## src/design/oda_pkg.sv

```systemverilog
// ----------------------------------------------------------------------------
// oda_pkg
// Shared types and the opcode table of the opcode decode and address
// generator.
// ----------------------------------------------------------------------------
package oda_pkg;

    typedef enum logic {
        OP_START = 1'b0,
        OP_READ  = 1'b1
    } t_op;

    typedef enum logic [1:0] {
        K_REQ   = 2'd0,
        K_DONE  = 2'd1,
        K_BAD   = 2'd2,
        K_UNEXP = 2'd3
    } t_kind;

    typedef enum logic [3:0] {
        MD_IMPL = 4'd0,
        MD_IMM  = 4'd1,
        MD_ZP   = 4'd2,
        MD_ZPI  = 4'd3,
        MD_ABS  = 4'd4,
        MD_ABX  = 4'd5,
        MD_ABY  = 4'd6,
        MD_IND  = 4'd7,
        MD_IZX  = 4'd8,
        MD_IZY  = 4'd9,
        MD_REL  = 4'd10
    } t_mode;

    typedef enum logic [4:0] {
        MN_LDA = 5'd0,  MN_LDX = 5'd1,  MN_LDY = 5'd2,  MN_STA = 5'd3,
        MN_STX = 5'd4,  MN_STY = 5'd5,  MN_DEX = 5'd6,  MN_INX = 5'd7,
        MN_DEY = 5'd8,  MN_INY = 5'd9,  MN_INC = 5'd10, MN_DEC = 5'd11,
        MN_PHA = 5'd12, MN_PLA = 5'd13, MN_CMP = 5'd14, MN_CPX = 5'd15,
        MN_CPY = 5'd16, MN_BNE = 5'd17, MN_BEQ = 5'd18, MN_JSR = 5'd19,
        MN_RTS = 5'd20, MN_JMP = 5'd21, MN_CLC = 5'd22, MN_SEC = 5'd23,
        MN_AND = 5'd24, MN_ORA = 5'd25, MN_EOR = 5'd26, MN_BIT = 5'd27
    } t_mnem;

    typedef enum logic [1:0] {
        ST_BYTE0 = 2'd0,
        ST_BYTE1 = 2'd1,
        ST_BYTE2 = 2'd2,
        ST_BYTE3 = 2'd3
    } t_step;

    typedef struct packed {
        logic       ok;
        t_mnem      mn;
        t_mode      md;
        logic [2:0] cy;
    } t_entry;

    typedef struct packed {
        t_kind       kind;
        logic [15:0] address;
        logic [15:0] rel_offset;
        logic        page_crossed;
        logic [15:0] next_pc;
        t_mnem       mnemonic;
        t_mode       mode;
        logic [2:0]  cycles;
    } t_result;

    function automatic t_entry decode_opcode(input logic [7:0] op);
        t_entry e;
        e = '{1'b0, MN_LDA, MD_IMPL, 3'd0};
        case (op)
            8'hA9: e = '{1'b1, MN_LDA, MD_IMM, 3'd2};
            8'hA5: e = '{1'b1, MN_LDA, MD_ZP,  3'd3};
            8'hB5: e = '{1'b1, MN_LDA, MD_ZPI, 3'd4};
            8'hAD: e = '{1'b1, MN_LDA, MD_ABS, 3'd4};
            8'hBD: e = '{1'b1, MN_LDA, MD_ABX, 3'd4};
            8'hB9: e = '{1'b1, MN_LDA, MD_ABY, 3'd4};
            8'hA1: e = '{1'b1, MN_LDA, MD_IZX, 3'd6};
            8'hB1: e = '{1'b1, MN_LDA, MD_IZY, 3'd5};
            8'hA2: e = '{1'b1, MN_LDX, MD_IMM, 3'd2};
            8'hA6: e = '{1'b1, MN_LDX, MD_ZP,  3'd3};
            8'hB6: e = '{1'b1, MN_LDX, MD_ZPI, 3'd4};
            8'hAE: e = '{1'b1, MN_LDX, MD_ABS, 3'd4};
            8'hBE: e = '{1'b1, MN_LDX, MD_ABY, 3'd4};
            8'hA0: e = '{1'b1, MN_LDY, MD_IMM, 3'd2};
            8'hA4: e = '{1'b1, MN_LDY, MD_ZP,  3'd3};
            8'hB4: e = '{1'b1, MN_LDY, MD_ZPI, 3'd4};
            8'hAC: e = '{1'b1, MN_LDY, MD_ABS, 3'd4};
            8'hBC: e = '{1'b1, MN_LDY, MD_ABX, 3'd4};
            8'h85: e = '{1'b1, MN_STA, MD_ZP,  3'd3};
            8'h95: e = '{1'b1, MN_STA, MD_ZPI, 3'd4};
            8'h8D: e = '{1'b1, MN_STA, MD_ABS, 3'd4};
            8'h9D: e = '{1'b1, MN_STA, MD_ABX, 3'd5};
            8'h99: e = '{1'b1, MN_STA, MD_ABY, 3'd5};
            8'h81: e = '{1'b1, MN_STA, MD_IZX, 3'd6};
            8'h91: e = '{1'b1, MN_STA, MD_IZY, 3'd6};
            8'h86: e = '{1'b1, MN_STX, MD_ZP,  3'd3};
            8'h96: e = '{1'b1, MN_STX, MD_ZPI, 3'd4};
            8'h8E: e = '{1'b1, MN_STX, MD_ABS, 3'd4};
            8'h84: e = '{1'b1, MN_STY, MD_ZP,  3'd3};
            8'h94: e = '{1'b1, MN_STY, MD_ZPI, 3'd4};
            8'h8C: e = '{1'b1, MN_STY, MD_ABS, 3'd4};
            8'hCA: e = '{1'b1, MN_DEX, MD_IMPL, 3'd2};
            8'hE8: e = '{1'b1, MN_INX, MD_IMPL, 3'd2};
            8'h88: e = '{1'b1, MN_DEY, MD_IMPL, 3'd2};
            8'hC8: e = '{1'b1, MN_INY, MD_IMPL, 3'd2};
            8'hE6: e = '{1'b1, MN_INC, MD_ZP,  3'd5};
            8'hF6: e = '{1'b1, MN_INC, MD_ZPI, 3'd6};
            8'hEE: e = '{1'b1, MN_INC, MD_ABS, 3'd6};
            8'hFE: e = '{1'b1, MN_INC, MD_ABX, 3'd7};
            8'hC6: e = '{1'b1, MN_DEC, MD_ZP,  3'd5};
            8'hD6: e = '{1'b1, MN_DEC, MD_ZPI, 3'd6};
            8'hCE: e = '{1'b1, MN_DEC, MD_ABS, 3'd6};
            8'hDE: e = '{1'b1, MN_DEC, MD_ABX, 3'd7};
            8'h48: e = '{1'b1, MN_PHA, MD_IMPL, 3'd3};
            8'h68: e = '{1'b1, MN_PLA, MD_IMPL, 3'd4};
            8'hC9: e = '{1'b1, MN_CMP, MD_IMM, 3'd2};
            8'hC5: e = '{1'b1, MN_CMP, MD_ZP,  3'd3};
            8'hD5: e = '{1'b1, MN_CMP, MD_ZPI, 3'd4};
            8'hCD: e = '{1'b1, MN_CMP, MD_ABS, 3'd4};
            8'hDD: e = '{1'b1, MN_CMP, MD_ABX, 3'd4};
            8'hD9: e = '{1'b1, MN_CMP, MD_ABY, 3'd4};
            8'hC1: e = '{1'b1, MN_CMP, MD_IZX, 3'd6};
            8'hD1: e = '{1'b1, MN_CMP, MD_IZY, 3'd5};
            8'hE0: e = '{1'b1, MN_CPX, MD_IMM, 3'd2};
            8'hE4: e = '{1'b1, MN_CPX, MD_ZP,  3'd3};
            8'hEC: e = '{1'b1, MN_CPX, MD_ABS, 3'd4};
            8'hC0: e = '{1'b1, MN_CPY, MD_IMM, 3'd2};
            8'hC4: e = '{1'b1, MN_CPY, MD_ZP,  3'd3};
            8'hCC: e = '{1'b1, MN_CPY, MD_ABS, 3'd4};
            8'hD0: e = '{1'b1, MN_BNE, MD_REL, 3'd2};
            8'hF0: e = '{1'b1, MN_BEQ, MD_REL, 3'd2};
            8'h20: e = '{1'b1, MN_JSR, MD_ABS, 3'd6};
            8'h60: e = '{1'b1, MN_RTS, MD_IMPL, 3'd6};
            8'h4C: e = '{1'b1, MN_JMP, MD_ABS, 3'd3};
            8'h6C: e = '{1'b1, MN_JMP, MD_IND, 3'd5};
            8'h18: e = '{1'b1, MN_CLC, MD_IMPL, 3'd2};
            8'h38: e = '{1'b1, MN_SEC, MD_IMPL, 3'd2};
            8'h29: e = '{1'b1, MN_AND, MD_IMM, 3'd2};
            8'h25: e = '{1'b1, MN_AND, MD_ZP,  3'd3};
            8'h35: e = '{1'b1, MN_AND, MD_ZPI, 3'd4};
            8'h2D: e = '{1'b1, MN_AND, MD_ABS, 3'd4};
            8'h3D: e = '{1'b1, MN_AND, MD_ABX, 3'd4};
            8'h39: e = '{1'b1, MN_AND, MD_ABY, 3'd4};
            8'h21: e = '{1'b1, MN_AND, MD_IZX, 3'd6};
            8'h31: e = '{1'b1, MN_AND, MD_IZY, 3'd5};
            8'h09: e = '{1'b1, MN_ORA, MD_IMM, 3'd2};
            8'h05: e = '{1'b1, MN_ORA, MD_ZP,  3'd3};
            8'h15: e = '{1'b1, MN_ORA, MD_ZPI, 3'd4};
            8'h0D: e = '{1'b1, MN_ORA, MD_ABS, 3'd4};
            8'h1D: e = '{1'b1, MN_ORA, MD_ABX, 3'd4};
            8'h19: e = '{1'b1, MN_ORA, MD_ABY, 3'd4};
            8'h01: e = '{1'b1, MN_ORA, MD_IZX, 3'd6};
            8'h11: e = '{1'b1, MN_ORA, MD_IZY, 3'd5};
            8'h49: e = '{1'b1, MN_EOR, MD_IMM, 3'd2};
            8'h45: e = '{1'b1, MN_EOR, MD_ZP,  3'd3};
            8'h55: e = '{1'b1, MN_EOR, MD_ZPI, 3'd4};
            8'h4D: e = '{1'b1, MN_EOR, MD_ABS, 3'd4};
            8'h5D: e = '{1'b1, MN_EOR, MD_ABX, 3'd4};
            8'h59: e = '{1'b1, MN_EOR, MD_ABY, 3'd4};
            8'h41: e = '{1'b1, MN_EOR, MD_IZX, 3'd6};
            8'h51: e = '{1'b1, MN_EOR, MD_IZY, 3'd5};
            8'h24: e = '{1'b1, MN_BIT, MD_ZP,  3'd3};
            8'h2C: e = '{1'b1, MN_BIT, MD_ABS, 3'd4};
            default: e = '{1'b0, MN_LDA, MD_IMPL, 3'd0};
        endcase
        return e;
    endfunction

endpackage

```

## src/design/oda_step.sv

```systemverilog
// ----------------------------------------------------------------------------
// oda_step
// Sequence state and result logic: decodes a start transaction, walks the
// operand reads of the addressing mode and forms each result.
// ----------------------------------------------------------------------------
module oda_step (
    input  logic              i_clk,
    input  logic              i_rst_n,
    input  logic              i_accept,
    input  logic              i_operation,
    input  logic [7:0]        i_opcode,
    input  logic [15:0]       i_pc,
    input  logic [7:0]        i_index_x,
    input  logic [7:0]        i_index_y,
    input  logic [7:0]        i_read_data,
    output oda_pkg::t_result  o_result
);
    import oda_pkg::*;

    logic        r_busy, n_busy;
    t_step       r_step, n_step;
    t_mode       r_mode, n_mode;
    t_mnem       r_mn, n_mn;
    logic [2:0]  r_cy, n_cy;
    logic [15:0] r_pc, n_pc;
    logic [7:0]  r_x, n_x;
    logic [7:0]  r_y, n_y;
    logic [7:0]  r_op_lo, n_op_lo;
    logic [7:0]  r_op_hi, n_op_hi;
    logic [7:0]  r_tgt_lo, n_tgt_lo;

    t_entry      entry;
    logic [15:0] pc_p1, pc_p2;
    logic [7:0]  zp_idx, abs_idx, zb_first, zb_next;
    logic [15:0] abs_base, abs_ea, izy_base, izy_ea, off_ext;

    assign entry    = decode_opcode(i_opcode);
    assign pc_p1    = r_pc + 16'd1;
    assign pc_p2    = r_pc + 16'd2;
    assign zp_idx   = (r_mn == MN_LDX || r_mn == MN_STX) ? r_y : r_x;
    assign abs_idx  = (r_mode == MD_ABX) ? r_x : r_y;
    assign zb_first = (r_mode == MD_IZX) ? i_read_data + r_x : i_read_data;
    assign zb_next  = ((r_mode == MD_IZX) ? r_op_lo + r_x : r_op_lo) + 8'd1;
    assign abs_base = {i_read_data, r_op_lo};
    assign abs_ea   = abs_base + {8'd0, abs_idx};
    assign izy_base = {i_read_data, r_tgt_lo};
    assign izy_ea   = izy_base + {8'd0, r_y};
    assign off_ext  = {{8{i_read_data[7]}}, i_read_data};

    always_comb begin
        n_busy   = r_busy;
        n_step   = r_step;
        n_mode   = r_mode;
        n_mn     = r_mn;
        n_cy     = r_cy;
        n_pc     = r_pc;
        n_x      = r_x;
        n_y      = r_y;
        n_op_lo  = r_op_lo;
        n_op_hi  = r_op_hi;
        n_tgt_lo = r_tgt_lo;
        if (i_operation == OP_START) begin
            n_busy = 1'b0;
            n_step = ST_BYTE0;
            if (entry.ok) begin
                n_mode = entry.md;
                n_mn   = entry.mn;
                n_cy   = entry.cy;
                n_pc   = i_pc;
                n_x    = i_index_x;
                n_y    = i_index_y;
                n_busy = (entry.md != MD_IMPL) && (entry.md != MD_IMM);
            end
        end else if (r_busy) begin
            n_busy = 1'b0;
            n_step = ST_BYTE0;
            case (r_mode)
                MD_ABS, MD_ABX, MD_ABY, MD_IND: begin
                    case (r_step)
                        ST_BYTE0: begin
                            n_op_lo = i_read_data;
                            n_busy  = 1'b1;
                            n_step  = ST_BYTE1;
                        end
                        ST_BYTE1: begin
                            n_op_hi = i_read_data;
                            if (r_mode == MD_IND) begin
                                n_busy = 1'b1;
                                n_step = ST_BYTE2;
                            end
                        end
                        ST_BYTE2: begin
                            if (r_mode == MD_IND) begin
                                n_tgt_lo = i_read_data;
                                n_busy   = 1'b1;
                                n_step   = ST_BYTE3;
                            end
                        end
                        default: begin
                        end
                    endcase
                end
                MD_IZX, MD_IZY: begin
                    case (r_step)
                        ST_BYTE0: begin
                            n_op_lo = i_read_data;
                            n_busy  = 1'b1;
                            n_step  = ST_BYTE1;
                        end
                        ST_BYTE1: begin
                            n_tgt_lo = i_read_data;
                            n_busy   = 1'b1;
                            n_step   = ST_BYTE2;
                        end
                        default: begin
                        end
                    endcase
                end
                default: begin
                end
            endcase
        end
    end

    always_comb begin
        o_result = '{K_UNEXP, 16'd0, 16'd0, 1'b0, 16'd0, MN_LDA, MD_IMPL, 3'd0};
        if (i_operation == OP_START) begin
            if (!entry.ok) begin
                o_result.kind = K_BAD;
            end else begin
                o_result.mnemonic = entry.mn;
                o_result.mode     = entry.md;
                o_result.cycles   = entry.cy;
                if (entry.md == MD_IMPL) begin
                    o_result.kind    = K_DONE;
                    o_result.next_pc = i_pc;
                end else if (entry.md == MD_IMM) begin
                    o_result.kind    = K_DONE;
                    o_result.address = i_pc;
                    o_result.next_pc = i_pc + 16'd1;
                end else begin
                    o_result.kind    = K_REQ;
                    o_result.address = i_pc;
                end
            end
        end else if (r_busy) begin
            o_result.mnemonic = r_mn;
            o_result.mode     = r_mode;
            o_result.cycles   = r_cy;
            case (r_mode)
                MD_ZP: begin
                    o_result.kind    = K_DONE;
                    o_result.address = {8'd0, i_read_data};
                    o_result.next_pc = pc_p1;
                end
                MD_ZPI: begin
                    o_result.kind    = K_DONE;
                    o_result.address = {8'd0, i_read_data + zp_idx};
                    o_result.next_pc = pc_p1;
                end
                MD_REL: begin
                    o_result.kind       = K_DONE;
                    o_result.rel_offset = off_ext;
                    o_result.next_pc    = pc_p1;
                end
                MD_ABS, MD_ABX, MD_ABY, MD_IND: begin
                    case (r_step)
                        ST_BYTE0: begin
                            o_result.kind    = K_REQ;
                            o_result.address = pc_p1;
                        end
                        ST_BYTE1: begin
                            if (r_mode == MD_IND) begin
                                o_result.kind    = K_REQ;
                                o_result.address = abs_base;
                            end else begin
                                o_result.kind    = K_DONE;
                                o_result.next_pc = pc_p2;
                                if (r_mode == MD_ABS) begin
                                    o_result.address = abs_base;
                                end else begin
                                    o_result.address      = abs_ea;
                                    o_result.page_crossed = abs_ea[15:8] != abs_base[15:8];
                                end
                            end
                        end
                        ST_BYTE2: begin
                            if (r_mode == MD_IND) begin
                                o_result.kind    = K_REQ;
                                o_result.address = {r_op_hi, r_op_lo + 8'd1};
                            end
                        end
                        ST_BYTE3: begin
                            if (r_mode == MD_IND) begin
                                o_result.kind    = K_DONE;
                                o_result.address = {i_read_data, r_tgt_lo};
                                o_result.next_pc = pc_p2;
                            end
                        end
                        default: begin
                        end
                    endcase
                end
                MD_IZX, MD_IZY: begin
                    case (r_step)
                        ST_BYTE0: begin
                            o_result.kind    = K_REQ;
                            o_result.address = {8'd0, zb_first};
                        end
                        ST_BYTE1: begin
                            o_result.kind    = K_REQ;
                            o_result.address = {8'd0, zb_next};
                        end
                        ST_BYTE2: begin
                            o_result.kind    = K_DONE;
                            o_result.next_pc = pc_p1;
                            if (r_mode == MD_IZX) begin
                                o_result.address = izy_base;
                            end else begin
                                o_result.address      = izy_ea;
                                o_result.page_crossed = izy_ea[15:8] != izy_base[15:8];
                            end
                        end
                        default: begin
                        end
                    endcase
                end
                default: begin
                end
            endcase
            // A read that ends no sequence drops the sequence.
            if (o_result.kind == K_UNEXP) begin
                o_result.mnemonic = MN_LDA;
                o_result.mode     = MD_IMPL;
                o_result.cycles   = 3'd0;
            end
        end
    end

    always_ff @(posedge i_clk) begin
        if (!i_rst_n) begin
            r_busy <= 1'b0;
            r_step <= ST_BYTE0;
        end else if (i_accept) begin
            r_busy <= n_busy;
            r_step <= n_step;
        end
    end

    always_ff @(posedge i_clk) begin
        if (i_accept) begin
            r_mode   <= n_mode;
            r_mn     <= n_mn;
            r_cy     <= n_cy;
            r_pc     <= n_pc;
            r_x      <= n_x;
            r_y      <= n_y;
            r_op_lo  <= n_op_lo;
            r_op_hi  <= n_op_hi;
            r_tgt_lo <= n_tgt_lo;
        end
    end

`ifndef NO_ASSERTIONS
    a_idle_step_zero: assert property (@(posedge i_clk) disable iff (!i_rst_n)
        !r_busy |-> r_step == ST_BYTE0)
        else $error("step is nonzero while no sequence runs");
    a_start_clears: assert property (@(posedge i_clk) disable iff (!i_rst_n)
        (i_accept && i_operation == OP_START && !entry.ok) |=> !r_busy)
        else $error("invalid opcode left a sequence running");
    a_ind_only_step3: assert property (@(posedge i_clk) disable iff (!i_rst_n)
        (r_busy && r_step == ST_BYTE3) |-> r_mode == MD_IND)
        else $error("fourth operand read outside indirect mode");
`endif

endmodule

```

## src/design/opcode_decode_address_generator.sv

```systemverilog
// ----------------------------------------------------------------------------
// opcode_decode_address_generator
// Opcode decoder and addressing-mode address generator for a 6502 core.
// ----------------------------------------------------------------------------
// A start transaction (operation 0) carries an opcode, the PC of the byte
// after it and the X and Y registers. The block decodes the opcode and
// answers with a read request, an immediate done result, or an invalid
// opcode result. Each read request is answered by a read-data transaction
// (operation 1); the final one yields the effective address, the branch
// offset, the page-cross flag and the next PC. Every input transaction
// gives exactly one result transaction.
// The result is registered: it appears in the output register on the
// clock after the input transaction. One transaction per cycle is accepted
// while the output register is empty or being drained, so throughput is one
// per cycle; it is set by the single decode/add stage before that register.
// When the receiver stalls with a result held, o_stall rises and no new
// input is taken. Reset empties the output register and ends any sequence.
// ----------------------------------------------------------------------------
module opcode_decode_address_generator (
    input  logic        i_clk,
    input  logic        i_rst_n,
    input  logic        i_valid,
    output logic        o_stall,
    input  logic        i_operation,
    input  logic [7:0]  i_opcode,
    input  logic [15:0] i_pc,
    input  logic [7:0]  i_index_x,
    input  logic [7:0]  i_index_y,
    input  logic [7:0]  i_read_data,
    output logic        o_valid,
    input  logic        i_stall,
    output logic [1:0]  o_kind,
    output logic [15:0] o_address,
    output logic [15:0] o_rel_offset,
    output logic        o_page_crossed,
    output logic [15:0] o_next_pc,
    output logic [4:0]  o_mnemonic,
    output logic [3:0]  o_mode,
    output logic [2:0]  o_base_cycles
);
    import oda_pkg::*;

    logic    in_accept;
    t_result result;
    logic    r_valid;
    t_result r_res;

    assign o_stall   = r_valid && i_stall;
    assign in_accept = i_valid && !o_stall;

    oda_step u_step (
        .i_clk       (i_clk),
        .i_rst_n     (i_rst_n),
        .i_accept    (in_accept),
        .i_operation (i_operation),
        .i_opcode    (i_opcode),
        .i_pc        (i_pc),
        .i_index_x   (i_index_x),
        .i_index_y   (i_index_y),
        .i_read_data (i_read_data),
        .o_result    (result)
    );

    always_ff @(posedge i_clk) begin
        if (!i_rst_n) begin
            r_valid <= 1'b0;
        end else if (in_accept) begin
            r_valid <= 1'b1;
        end else if (!i_stall) begin
            r_valid <= 1'b0;
        end
    end

    always_ff @(posedge i_clk) begin
        if (in_accept) begin
            r_res <= result;
        end
    end

    assign o_valid        = r_valid;
    assign o_kind         = r_res.kind;
    assign o_address      = r_res.address;
    assign o_rel_offset   = r_res.rel_offset;
    assign o_page_crossed = r_res.page_crossed;
    assign o_next_pc      = r_res.next_pc;
    assign o_mnemonic     = r_res.mnemonic;
    assign o_mode         = r_res.mode;
    assign o_base_cycles  = r_res.cycles;

`ifndef NO_ASSERTIONS
    a_accept_fills: assert property (@(posedge i_clk) disable iff (!i_rst_n)
        in_accept |=> o_valid)
        else $error("accepted transaction produced no result");
    a_drain_empties: assert property (@(posedge i_clk) disable iff (!i_rst_n)
        (o_valid && !i_stall && !in_accept) |=> !o_valid)
        else $error("delivered result was repeated");
    a_error_blank: assert property (@(posedge i_clk) disable iff (!i_rst_n)
        (o_valid && (o_kind == K_BAD || o_kind == K_UNEXP)) |->
        (o_address == 16'd0 && o_mnemonic == 5'd0 && o_mode == 4'd0 &&
         o_base_cycles == 3'd0 && o_next_pc == 16'd0))
        else $error("error result carries nonzero fields");
    a_request_blank: assert property (@(posedge i_clk) disable iff (!i_rst_n)
        (o_valid && o_kind == K_REQ) |->
        (o_rel_offset == 16'd0 && o_next_pc == 16'd0 && !o_page_crossed))
        else $error("read request carries done fields");
`endif

endmodule
```

## config.mk

```make
export PLATFORM = sky130hd
export DESIGN_NAME = opcode_decode_address_generator
export DESIGN_NICKNAME = d
export VERILOG_FILES = /design/src/design/oda_pkg.sv /design/src/design/oda_step.sv /design/src/design/opcode_decode_address_generator.sv
export SDC_FILE = /design/constraint.sdc
export NUM_CORES = 1
export LEC_CHECK = 0
export BUFFER_PORTS_ARGS = -buffer_cell sky130_fd_sc_hd__buf_2
export CAP_MARGIN = 10
export CORE_AREA = 4 4 138 140
export CTS_CLUSTER_DIAMETER = 50
export DETAILED_ROUTE_END_ITERATION = 6
export DIE_AREA = 0 0 142 144
export PLACE_DENSITY = 0.82
export REMOVE_ABC_BUFFERS = 1
export SLEW_MARGIN = 30
export SYNTH_ARGS = -nofsm -noshare
export SYNTH_HDL_FRONTEND = slang
export SYNTH_SLANG_ARGS = --single-unit
```

## constraint.sdc

```tcl
create_clock -name i_clk -period 6.31 [get_ports i_clk]
set_clock_uncertainty 0.05 [all_clocks]
set_input_delay 0.3155 -clock i_clk [delete_from_list [all_inputs] [get_ports i_clk]]
set_output_delay 0.3155 -clock i_clk [all_outputs]
set_load 0.02 [all_outputs]
```

After elaboration in Yosys (flattened, before gate mapping)
Memory sizes are Yosys's and may differ from the RTL's.
Cells that the tools add are included.
{ "totals": {"memories": 1, "mem_bits_ro": 3328, "out_inout_bits": 65, "inputBits": 53, "word_cells": 135, "reg_bits": 127} }
{ "op_classes": {"n_eq_ne": 24, "bitwise": 1, "reduce_logical": 22, "n_addsub": 10, "n_mux": 57} }
{ "mem_list": {"columns": ["memory", "words", "width", "rd", "rd_ports_with_merged_regs", "wr", "line_no", "rtl"], "rows": [
  ["(name not given)", 256, 13, 1, 0, 0, "oda_pkg.sv:72", "case (op)"]
]} }
{ "ops": {"columns": ["cell", "count"], "rows": [
  ["2-to-1 mux 16 bit", 8],
  ["one-hot mux 18 bit (4 select lines)", 1],
  ["2-to-1 mux 17 bit", 4],
  ["one-hot mux 16 bit (4 select lines)", 1],
  ["2-to-1 mux 63 bit", 1],
  ["2-to-1 mux 28 bit", 2],
  ["2-to-1 mux 8 bit", 7],
  ["2-to-1 mux 18 bit", 3],
  ["one-hot mux 18 bit (3 select lines)", 1],
  ["one-hot mux 16 bit (3 select lines)", 1],
  ["adder 16 x 1 -> 16 bit, second input constant", 2],
  ["adder 16 x 8 -> 16 bit", 2],
  ["one-hot mux 16 bit (2 select lines)", 1],
  ["adder 8 bit", 3],
  ["adder 16 x 2 -> 16 bit, second input constant", 1],
  ["adder 8 x 1 -> 8 bit, second input constant", 2],
  ["== test 4 x 3 -> 1 bit, second input constant", 4],
  ["2-to-1 mux 2 bit", 8],
  ["inequality test 8 bit", 2],
  ["one-hot mux 8 bit (2 select lines)", 1],
  ["== test 4 bit, second input constant", 3],
  ["2-to-1 mux 12 bit", 1],
  ["one-hot mux 2 bit (3 select lines)", 2],
  ["2-to-1 mux 1 bit", 10],
  ["27 further kinds", 43]
]} }

Longest topological paths before layout
{ "logic_depth": {"depth_word": 13, "ltp_mapped": 17, "depth_no_buf": 14} }

Hierarchy
A second synthesis with hierarchy kept.
{ "unflattened": {"hier_cells": 1213, "area_unflattened_um2": 10976.8} }
{ "modules_own_cells": {"columns": ["module", "area_per_inst_um2", "seq_area_each_um2", "cells_each", "instances"], "rows": [
  ["oda_step", 9042.4, 2102.0, 1146, 1],
  ["opcode_decode_address_generator", 1934.4, 1911.8, 67, 1]
]} }

Worst setup path before layout
No wires, ideal clock.
{ "synth_path": {"kind": "register -> register", "startpoint": "reg r_valid (netlist: o_valid)", "endpoint": "reg u_step.r_busy", "period_less_slack_ns": 4.992, "path_slack_ns": 1.318, "stages_incl_launch_ff": 6, "setup_time_ns": 0.068, "t_required_ns": 6.192, "t_arrival_ns": 4.874, "cell_sequence": "dfxtp_1 > and2_1 > nor2b_1 > and2_1 > a22oi_1 > nor2b_1"} }
{ "synth_via": {"elab_chain_len": 3} }
{ "synth_lines": {"columns": ["element", "line_no", "rtl"], "rows": [
  ["from (decl)", "opcode_decode_address_generator.sv:45", "logic r_valid;"],
  ["from (signal assigned)", "opcode_decode_address_generator.sv:66", "r_valid <= 1'b0;"],
  ["from (signal assigned)", "opcode_decode_address_generator.sv:68", "r_valid <= 1'b1;"],
  ["from (signal assigned)", "opcode_decode_address_generator.sv:70", "r_valid <= 1'b0;"],
  ["logical AND 1 bit", "opcode_decode_address_generator.sv:48", "assign o_stall = r_valid && i_stall;"],
  ["via o_stall", "opcode_decode_address_generator.sv:23", "output logic o_stall,"],
  ["logical NOT 1 bit", "opcode_decode_address_generator.sv:49", "assign in_accept = i_valid && !o_stall;"],
  ["logical AND 1 bit", "opcode_decode_address_generator.sv:49", null],
  ["via in_accept", "opcode_decode_address_generator.sv:43", "logic in_accept;"],
  ["to (signal assigned)", "oda_step.sv:245", "r_busy <= n_busy;"],
  ["to (decl)", "oda_step.sv:20", "logic r_busy, n_busy;"]
]} }
The timed path passes the listed nets, and every way through them passes these cells.
A chain may end at the register's enable or synchronous reset.

==> run_results.csv <==
group,metric,value,unit
min_path,holdPathEnd,"u_step.r_y[0]",
clocking,cts.repair.resized,0,
synthesis,synth-seq-cells,127,
clocking,cts_buffers,17,
synthesis,synth_edf_count,123,
sta,period_minus_slack,4670,ps
sta,worst_slew_pin_slew,899,ps
place,gp_congestion,0.966,
sta,setup_violations,0,
setup_path,worstSetupPathType,"register to register",
route,wl_per_cell,23.5,um
synthesis,synthArstFlopShare,0,%
setup_path,r2r_start,"u_step.r_mode[2]",
min_path,whs_path_depth,1,
sta,min_period_over_period,74.0,%
layout,fin_nets,1372,
global_routing,grt_max_degree,59,
floorplan,core,17800,sq um
synthesis,synth_most_common_cell,"edfxtp_1",
clocking,cts_tree,"yes",
synthesis,synth_largest_area_cell,"edfxtp_1",
synthesis,synth_ff_type,"edfxtp_1",
outcome,status,"completed",
synthesis,syn-cell-area,10700,sq um
floorplan,dieWidth,142,um
global_routing,grt_pass1_wl,54800,um
sta,finalSetupTns,0,ps
clocking,htreeDepth,4,
synthesis,synth_cell_types,80,
route,final_antenna_net_count,0,
sta,drv_slew,0,
route,firstDrtPassIters,6,
synthesis,avgSynthCellArea,8.93,sq um
layout,areaGrowthSynthToFinish,11.0,%
place,io_buffers,117,
synthesis,yosysTopAreaCellShare,34.4,%
setup_path,startpoint_type,"register",
clocking,clockBufferDepth,2,
sta,final_hold_viol_count,0,
pwr,leakagePower,4.44,nW
place,place_hpwl,25200,um
route,routed_wl,35300,um
setup_path,r2r-end,"o_address[12]",
clocking,hold_buffers,0,
min_path,worstHoldStart,"i_index_y[0]",
floorplan,start_util,60.2,%
global_routing,grt_pass1_vias,9941,
setup_path,cp_max_fo,17,
route,via_per_inst,6.97,
setup_path,crit_required,6410,ps
sta,max_freq,214,MHz
layout,antenna_cells,0,
floorplan,fp.dieArea,20400,sq um
synthesis,syn_inst,1202,
clocking,clk_pin_slew,60,ps
clocking,cts.sinks,127,
route,drc,0,
floorplan,rows,49,
clocking,clockRootBuffer,"clkbuf_16",
setup_path,reg2reg_slack,1640,ps
route,vias,10500,
sta,slew_headroom,39.6,%
synthesis,yosysSeqAreaShare,35.1,%
clocking,postCtsSetupBuffers,0,
pwr,vdd_drop_max,0.176,mV
pwr,power_density,205,nW/um^2
clocking,clock_latency,420,ps
global_routing,grt-ovfl-total,0,
synthesis,yosys_warnings,0,
setup_path,crit_path_end_kind,"register",
floorplan,ios,118,
global_routing,antenna_found_initial,0,
floorplan,die_y,144,um
setup_path,cp-startpoint,"u_step.r_mode[2]",
synthesis,synth_area_leaders,"edfxtp_1 34%, ha_1 6.3%, nand2_1 3.6%, xor2_1 3.6%, a21oi_1 3.4%",
synthesis,synthTopCellsByCount,"123 x edfxtp_1, 104 x nand2_1, 85 x nor2_1, 73 x a21oi_1, 73 x o21ai_0",
setup_path,cp.arrival,4770,ps
min_path,hold_class,"input port to register",
job,cap_violations,0,
layout,drive_gt1_share,15.5,%
setup_path,reg2regPathDepth,14,
sta,grt_setup_unrepaired,"false",
route,dr.first_iter.drc_count,1380,
layout,fillCellCount,1488,
global_routing,grtUsageTotal,34.3,%
pwr,power,2.44,mW
[state kept, by name (all words and copies together) (netlist names)]
name	flops
o_address	16
o_next_pc	16
u_step.r_pc	16
o_rel_offset	8
u_step.r_op_hi	8
u_step.r_op_lo	8
u_step.r_tgt_lo	8
u_step.r_x	8
u_step.r_y	8
o_mnemonic	5
u_step.r_mn	5
o_mode	4
u_step.r_mode	4
o_base_cycles	3
u_step.r_cy	3
o_kind	2
u_step.r_step	2
o_page_crossed	1
o_valid	1
u_step.r_busy	1
[layout make-up]
class	count	area (sq um)	share of cell area, %
clock buffers	18	429	3.60
clock inverters	14	156	1.31
inverters	36	135	1.13
multi-input cells	949	6460	54.2
flip-flops and latches	127	3770	31.7
well taps	229	287	2.40
repair buffers	129	676	5.67
[per-layer routing]
metal  global-route usage, %  routed length, um
met1                    46.1              13900
met2                    53.4              15700
met3                    8.00               4120
met4                    14.6               1560
met5                       0                  0
[placed cells by master (no fill, tap or decap), types with 15 or more instances in the layout]
master | Yosys | final
a221oi_1 | 16 | 16
clkbuf_16 | 0 | 17
buf_2 | 11 | 117
nand3_1 | 48 | 48
a21oi_1 | 73 | 72
and3_1 | 15 | 15
xor2_1 | 44 | 44
mux2_2 | 15 | 15
a211oi_1 | 21 | 20
mux2i_1 | 16 | 16
nand2b_1 | 23 | 23
nor3_1 | 28 | 28
nand4_1 | 15 | 15
o211ai_1 | 19 | 19
o22ai_1 | 19 | 19
nor2_1 | 85 | 84
o21ai_0 | 73 | 73
and2_1 | 20 | 19
edfxtp_1 | 123 | 123
ha_1 | 54 | 54
xnor2_1 | 34 | 34
nand2_1 | 104 | 104
a22o_1 | 21 | 21
inv_1 | 35 | 35
[logic make-up (layout without fill, tap and decap cells)]
logic type               Yosys count  after routing  synth area share (%)
multiplexers                      31             31                  3.06
AO/OA/AOI/OAI                    377            377                  24.4
AND/OR/NAND/NOR                  404            404                  18.9
buffers and inverters            126            197                  4.85
adder cells (fa/ha/maj)           59             59                  7.23
flip-flops                       127            127                  35.1
XOR/XNOR                          78             78                  6.36
[critical path, cell delays in order, from the launching register on]
cell	delay (ps)
edfxtp_1	650
nand2b_1	460
nor2_1	740
mux2_2	300
ha_1	170
inv_1	60
fa_1	430
nor2b_1	120
o21ai_0	110
a21oi_1	300
o211ai_1	260
a211oi_1	320
xor2_1	120
a31oi_1	200
o211ai_1	120
[worst max-delay path by stage]
stage,cells after the start,end,slack [ps]
after floorplan,5,u_step.r_busy,1320
after global placement,14,o_address[12],1890
after detailed placement,14,o_address[12],1750
after CTS,14,o_address[12],1690
after global routing,14,o_address[12],1180
final,14,o_address[12],1640
[per-stage QoR]
stage	hold slack (ps)	utilization, %	area, sq um	setup WS (ps)	std cells
finish	16.7	66.8	11900	1640	1502
global route	1.70	66.8	11900	1180	1502
CTS	6.09	66.8	11900	1690	1502
detailed placement	444	63.5	11300	1750	1470
global placement	442	63.5	11300	1890	1470
floorplan	364	-	10400	1320	1112
[where the power goes]
| group | switching, mW | leakage [nW] | internal, mW |
|---|---|---|---|
| Sequential | 0.0263 | 1.20 | 0.970 |
| Combinational | 0.295 | 2.96 | 0.153 |
| Clock | 0.410 | 0.277 | 0.590 |
| Total | 0.731 | 4.44 | 1.71 |
Power figures use the tool's default switching activity.
